[src/rtl/tprc_pkg.sv]
package tprc_pkg;

    localparam int MAX_PAGES_DEF  = 16;
    localparam int PAGE_BYTES_DEF = 4096;

    localparam logic [2:0] REQ_TICK  = 3'd0;
    localparam logic [2:0] REQ_READ  = 3'd1;
    localparam logic [2:0] REQ_WRITE = 3'd2;
    localparam logic [2:0] REQ_ENTRY = 3'd3;
    localparam logic [2:0] REQ_BYTE  = 3'd4;

    localparam logic [1:0] REG_DATA    = 2'd0;
    localparam logic [1:0] REG_STATUS  = 2'd1;
    localparam logic [1:0] REG_CONTROL = 2'd2;
    localparam logic [1:0] REG_SPARE   = 2'd3;

    localparam logic [2:0] CFG_PAGE_COUNT = 3'd0;
    localparam logic [2:0] CFG_SEEK_STEP  = 3'd1;
    localparam logic [2:0] CFG_FIRST_BYTE = 3'd2;
    localparam logic [2:0] CFG_BYTE       = 3'd3;
    localparam logic [2:0] CFG_BIT_PROC   = 3'd4;

    localparam logic [7:0] CMD_NEXT_SLOT = 8'h86;
    localparam logic [7:0] CMD_FWD_MAX   = 8'h3F;
    localparam logic [7:0] CMD_BACK_MAX  = 8'h7F;
    localparam logic [7:0] BYTE_NONE     = 8'hAA;

    localparam int F_IN_DATA    = 0;
    localparam int F_READY      = 1;
    localparam int F_MOTOR_OFF  = 2;
    localparam int F_PAGE_FOUND = 3;
    localparam int F_DECODER    = 4;
    localparam int F_IRQ_EN     = 5;

    typedef struct packed {
        logic [31:0] lead_in;
        logic [12:0] length;
        logic [7:0]  page_number;
    } entry_t;

endpackage

[src/rtl/tprc_table.sv]
module tprc_table #(
    parameter int MAX_PAGES = tprc_pkg::MAX_PAGES_DEF,
    parameter int SW = (MAX_PAGES > 1) ? $clog2(MAX_PAGES) : 1
) (
    input  logic                  aclk,
    input  logic                  wr_en,
    input  logic [SW-1:0]         wr_addr,
    input  tprc_pkg::entry_t      wr_data,
    input  logic [SW-1:0]         rd_addr,
    output tprc_pkg::entry_t      rd_data
);
    tprc_pkg::entry_t mem [MAX_PAGES];

    always_ff @(posedge aclk) begin
        if (wr_en) begin
            mem[wr_addr] <= wr_data;
        end
        rd_data <= mem[rd_addr];
    end
endmodule

[config.mk]
export PLATFORM = sky130hd
export DESIGN_NAME = tprc_table
export DESIGN_NICKNAME = d
export VERILOG_FILES = /design/src/rtl/tprc_pkg.sv /design/src/rtl/tprc_table.sv
export SDC_FILE = /design/constraint.sdc
export NUM_CORES = 1
export LEC_CHECK = 0
export BUFFER_PORTS_ARGS = -buffer_cell sky130_fd_sc_hd__buf_2
export CAP_MARGIN = 10
export CORE_MARGIN = 10
export CORE_UTILIZATION = 55
export DETAILED_ROUTE_END_ITERATION = 8
export PLACE_DENSITY = 0.75
export SYNTH_ARGS = -nofsm -noshare
export SYNTH_HDL_FRONTEND = slang
export SYNTH_SLANG_ARGS = --single-unit
[constraint.sdc]
create_clock -name aclk -period 4.9 [get_ports aclk]
set_input_delay 0.245 -clock aclk [delete_from_list [all_inputs] [get_ports aclk]]
set_output_delay 0.245 -clock aclk [all_outputs]
set_load 0.02 [all_outputs]
# Yosys cells after proc, flatten, opt, wreduce, memory -nomap -nowiden
# Memories as Yosys holds them, arrays and structs flattened. A register that Yosys moved wholly into a read port is not among the register bits.
# Cells that the tools add are included.
dict set report totals {
  register_bits 0
  mem_count 1
  elab_cells 3
  output_inout_bits 53
  inputBits 63
  mem_bits_rw 848
}
# memory depth width read_ports rd_clocked_by_memory_dff write_ports line_no
set mem_list {}
lappend mem_list {mem 16 53 1 1 1 tprc_table.sv:12} ;# tprc_pkg::entry_t mem [MAX_PAGES];
dict set report op_classes {
  mux 2
}
# op count
set ops {}
lappend ops {{$mux 1} 2}

# Logic depth before layout (Yosys ltp)
dict set report logic_depth {
  ltp_word 2
  ltp_mapped 6
  ltp_nobuf 3
}

# Worst setup path before layout
# Ideal clock, no wire load.
dict set report synth_timing {
  path_type {input -> register}
  start {input port wr_addr[2]}
  end {memory mem[0][0] (netlist name) (enable)}
  setup_time_ns 0.530
  arrival_ns 4.371
  setup_slack_ns -0.001
  cell_stages 2
  n_path_buf 0
  t_required_ns 4.370
  cell_sequence {or3b_2 > nor3_1}
}
# item line_no
set synth_rtl {}
lappend synth_rtl {{from (decl)} tprc_table.sv:7} ;# input logic [SW-1:0] wr_addr,
lappend synth_rtl {{to (decl)} tprc_table.sv:12}
# No word-level cell before the write port.

# Worst setup path after layout
dict set report layout_timing {
  start {input port wr_addr[2]}
  end {memory mem[1][44] (netlist name) (enable)}
}
# No word-level cell before the write port.

==> flow_metrics.tcl <==
set metrics [dict create \
    vdd_drop_max_v 0.000251 \
    synthCells 1370 \
    setup_viol 0 \
    hp-start "wr_data[32]" \
    syn_to_final_growth_pct 14.8 \
    synth-seq-cells 901 \
    final_layout_size_suffix_gt1_share_pct 30.5 \
    clock.fmax_mhz 481 \
    slew_headroom_pct 18.7 \
    hold_path_class "in2reg" \
    rsz0062_at_grt "no" \
    clock_sink_count 901 \
    track_usage_pct 20.3 \
    ff2ff_path_depth 3 \
    io_buffers 115 \
    cts_resized 0 \
    grt_pass1_wl_um 106000 \
    drc 0 \
    ys_warn_count 0 \
    cts.clk_slew.worst_paths_ns 0.06 \
    crit_path_end "mem[1][44]" \
    dieArea_um2 69800 \
    status "complete, no violations" \
    tns_ns 0 \
    power_density_nw_per_um2 428 \
    synth_commonest_cells "848 x edfxtp_1, 212 x mux4_2, 106 x a22oi_1, 54 x nand2_1, 53 x dfxtp_1" \
    r2r_start "mem[11][28]" \
    startpoint_type "input pin" \
    via_per_inst 6.30 \
    overflow 0 \
    cts_setup_buffers 0 \
    finClkSkew_ns 0.0163 \
    core-area_um2 59000 \
    synth_most_common_cell "edfxtp_1" \
    start_util_pct 55.6 \
    min_period_ns 2.08 \
    ys_types 18 \
    synth_flop_cell "edfxtp_1" \
    drv_cap 0 \
    syn_avg_cell_area_um2 23.9 \
    post-place-ws_ns 2.15 \
    finalHoldViolations 0 \
    critical_path.endpoint_type "flop" \
    first_global_vias 16100 \
    worstSkewPairLatency_ns 0.61 \
    arrival_ns 2.37 \
    cts-root-buf "clkbuf_16" \
    crit_type "in2reg" \
    cts_max_path_buffers 3 \
    first_pass_iters 5 \
    finalNetCount 1639 \
    dpl.hpwl_um 35400 \
    synth_top_area_cell "edfxtp_1" \
    wl_um 70200 \
    final_util_pct 63.8 \
    routedWlPerCell_um 29.0 \
    synthesis.area_um2 32800 \
    regToRegEndpoint "rd_data[28]" \
    num_rows 89 \
    synthTopCellsByArea "edfxtp_1 78%, mux4_2 15%, dfxtp_1 3.2%, a22oi_1 2.4%, nand2_1 0.62%" \
    fin_total_pwr_mw 16.1 \
    drv_slew 0 \
    tightest_slew_ns 1.22 \
    required_ns 5.19 \
    gp_congestion 0.726 \
    whs_ns 0.0324 \
    async_flop_share_pct 0 \
    synth_edf_count 848 \
    cts_tree "yes" \
    die_w_um 264 \
    ant_nets 0 \
    numCtsBuffers 85 \
    syn_nets 1433 \
    vias 15200 \
    critPathLaunch "wr_addr[2]" \
    p_leak_nw 12.2 \
    period_share_pct 42.4 \
    antenna_found_initial 4 \
    fin_ws_ns 2.82 \
    ff2ff_setup_slack_ns 3.48 \
    io_pins 116 \
    htreeDepth 3 \
    grt_max_degree 88 \
    worst-path-max-fanout 28 \
    synth.top_cell.area_share_pct 77.6 \
    first_iter_violations 1798 \
    die_h_um 264 \
    ys_seq_area_share_pct 80.8 \
]
power breakdown:
group	leakage (nW)	switching [mW]	internal, mW
Clock	1.38	2.69	3.94
Sequential	8.11	0.0580	8.62
Combinational	2.67	0.501	0.322
Total	12.2	3.25	12.9
kinds of logic (layout without fill, tap and decap cells):
family / Yosys count / after routing / synth area share [%]
multiplexers: 212 / 212 / 14.6
buffers and inverters: 71 / 345 / 1.17
other: 0 / 1 / 0
AND/OR/NAND/NOR: 80 / 80 / 1.01
AO/OA/AOI/OAI: 106 / 106 / 2.43
flip-flops: 901 / 901 / 80.8
metal layers:
layer  up-vias  track usage (%)  share of wire, %  wire length (µm)
li1       6271                -                 -                 -
met1      8076             28.8                40             28300
met2       762             31.7                49             34300
met3       110             4.23               8.7              6130
met4         6             6.05               2.1              1500
met5         -                0             0.041                29
worst min path at each step:
stage	end	slack (ns)	cells past startpoint
detailed placement	mem[10][50]	0.63	1
finish	mem[13][32]	0.03	1
global route	mem[0][47]	0.03	1
CTS	mem[13][32]	0.001	1
global placement	mem[12][35]	0.61	1
floorplan	mem[0][0]	0.34	0
per-stage QoR:
| stage | cells | cell area (µm²) |
|---|---|---|
| 6_report | 2418 | 37700 |
| 5_1_grt | 2417 | 37700 |
| 4_1_cts | 2417 | 37700 |
| 3_5_place_dp | 2219 | 34400 |
| 3_3_place_gp | 2219 | 34400 |
| 2_1_floorplan | 1370 | 32800 |
placed cells by master, fill, tap and decap left out:
cell type,Yosys,routed
nand2b_1,2,2
clkinvlp_4,0,1
nand3b_1,2,2
and2_2,0,1
dfxtp_1,53,53
dlygate4sd3_1,0,43
a22oi_1,106,106
diode_2,0,1
or3b_2,1,1
buf_4,6,28
buf_8,0,1
buf_12,0,4
nor2b_4,0,2
nand2_1,54,54
nor3_4,0,1
clkbuf_1,25,20
mux4_2,212,212
nor3_2,0,3
bufinv_16,0,11
clkbuf_16,0,87
nand3_1,1,1
clkinv_2,0,13
edfxtp_1,848,848
clkinv_1,0,14
buf_2,16,113
nor2_4,0,13
clkbuf_8,0,8
inv_6,0,2
state kept, by name (all words and copies together) (netlist names):
name and cells:
rd_data 53, mem 848
worst max-delay path, cell delays in order:
cell and delay [ns]:
buf_2 0.11, or3b_2 0.61, nor2_4 0.92, buf_4 0.43
what timing repair did:
action                                  in CTS  in global routing
hold endpoints to repair                   603                  0
hold buffers                                43                  0
endpoints found under the setup margin       0                  0
final cells by class:
type,count,area [µm²]
Sequential cell,901,26500
Fill cell,3721,21300
Multi-Input combinational cell,398,6040
Clock buffer,114,2350
Timing Repair Buffer,190,1320
Tap cell,773,967
Clock inverter,41,473
Antenna cell,1,2.50
Power figures use the tool's default switching activity.
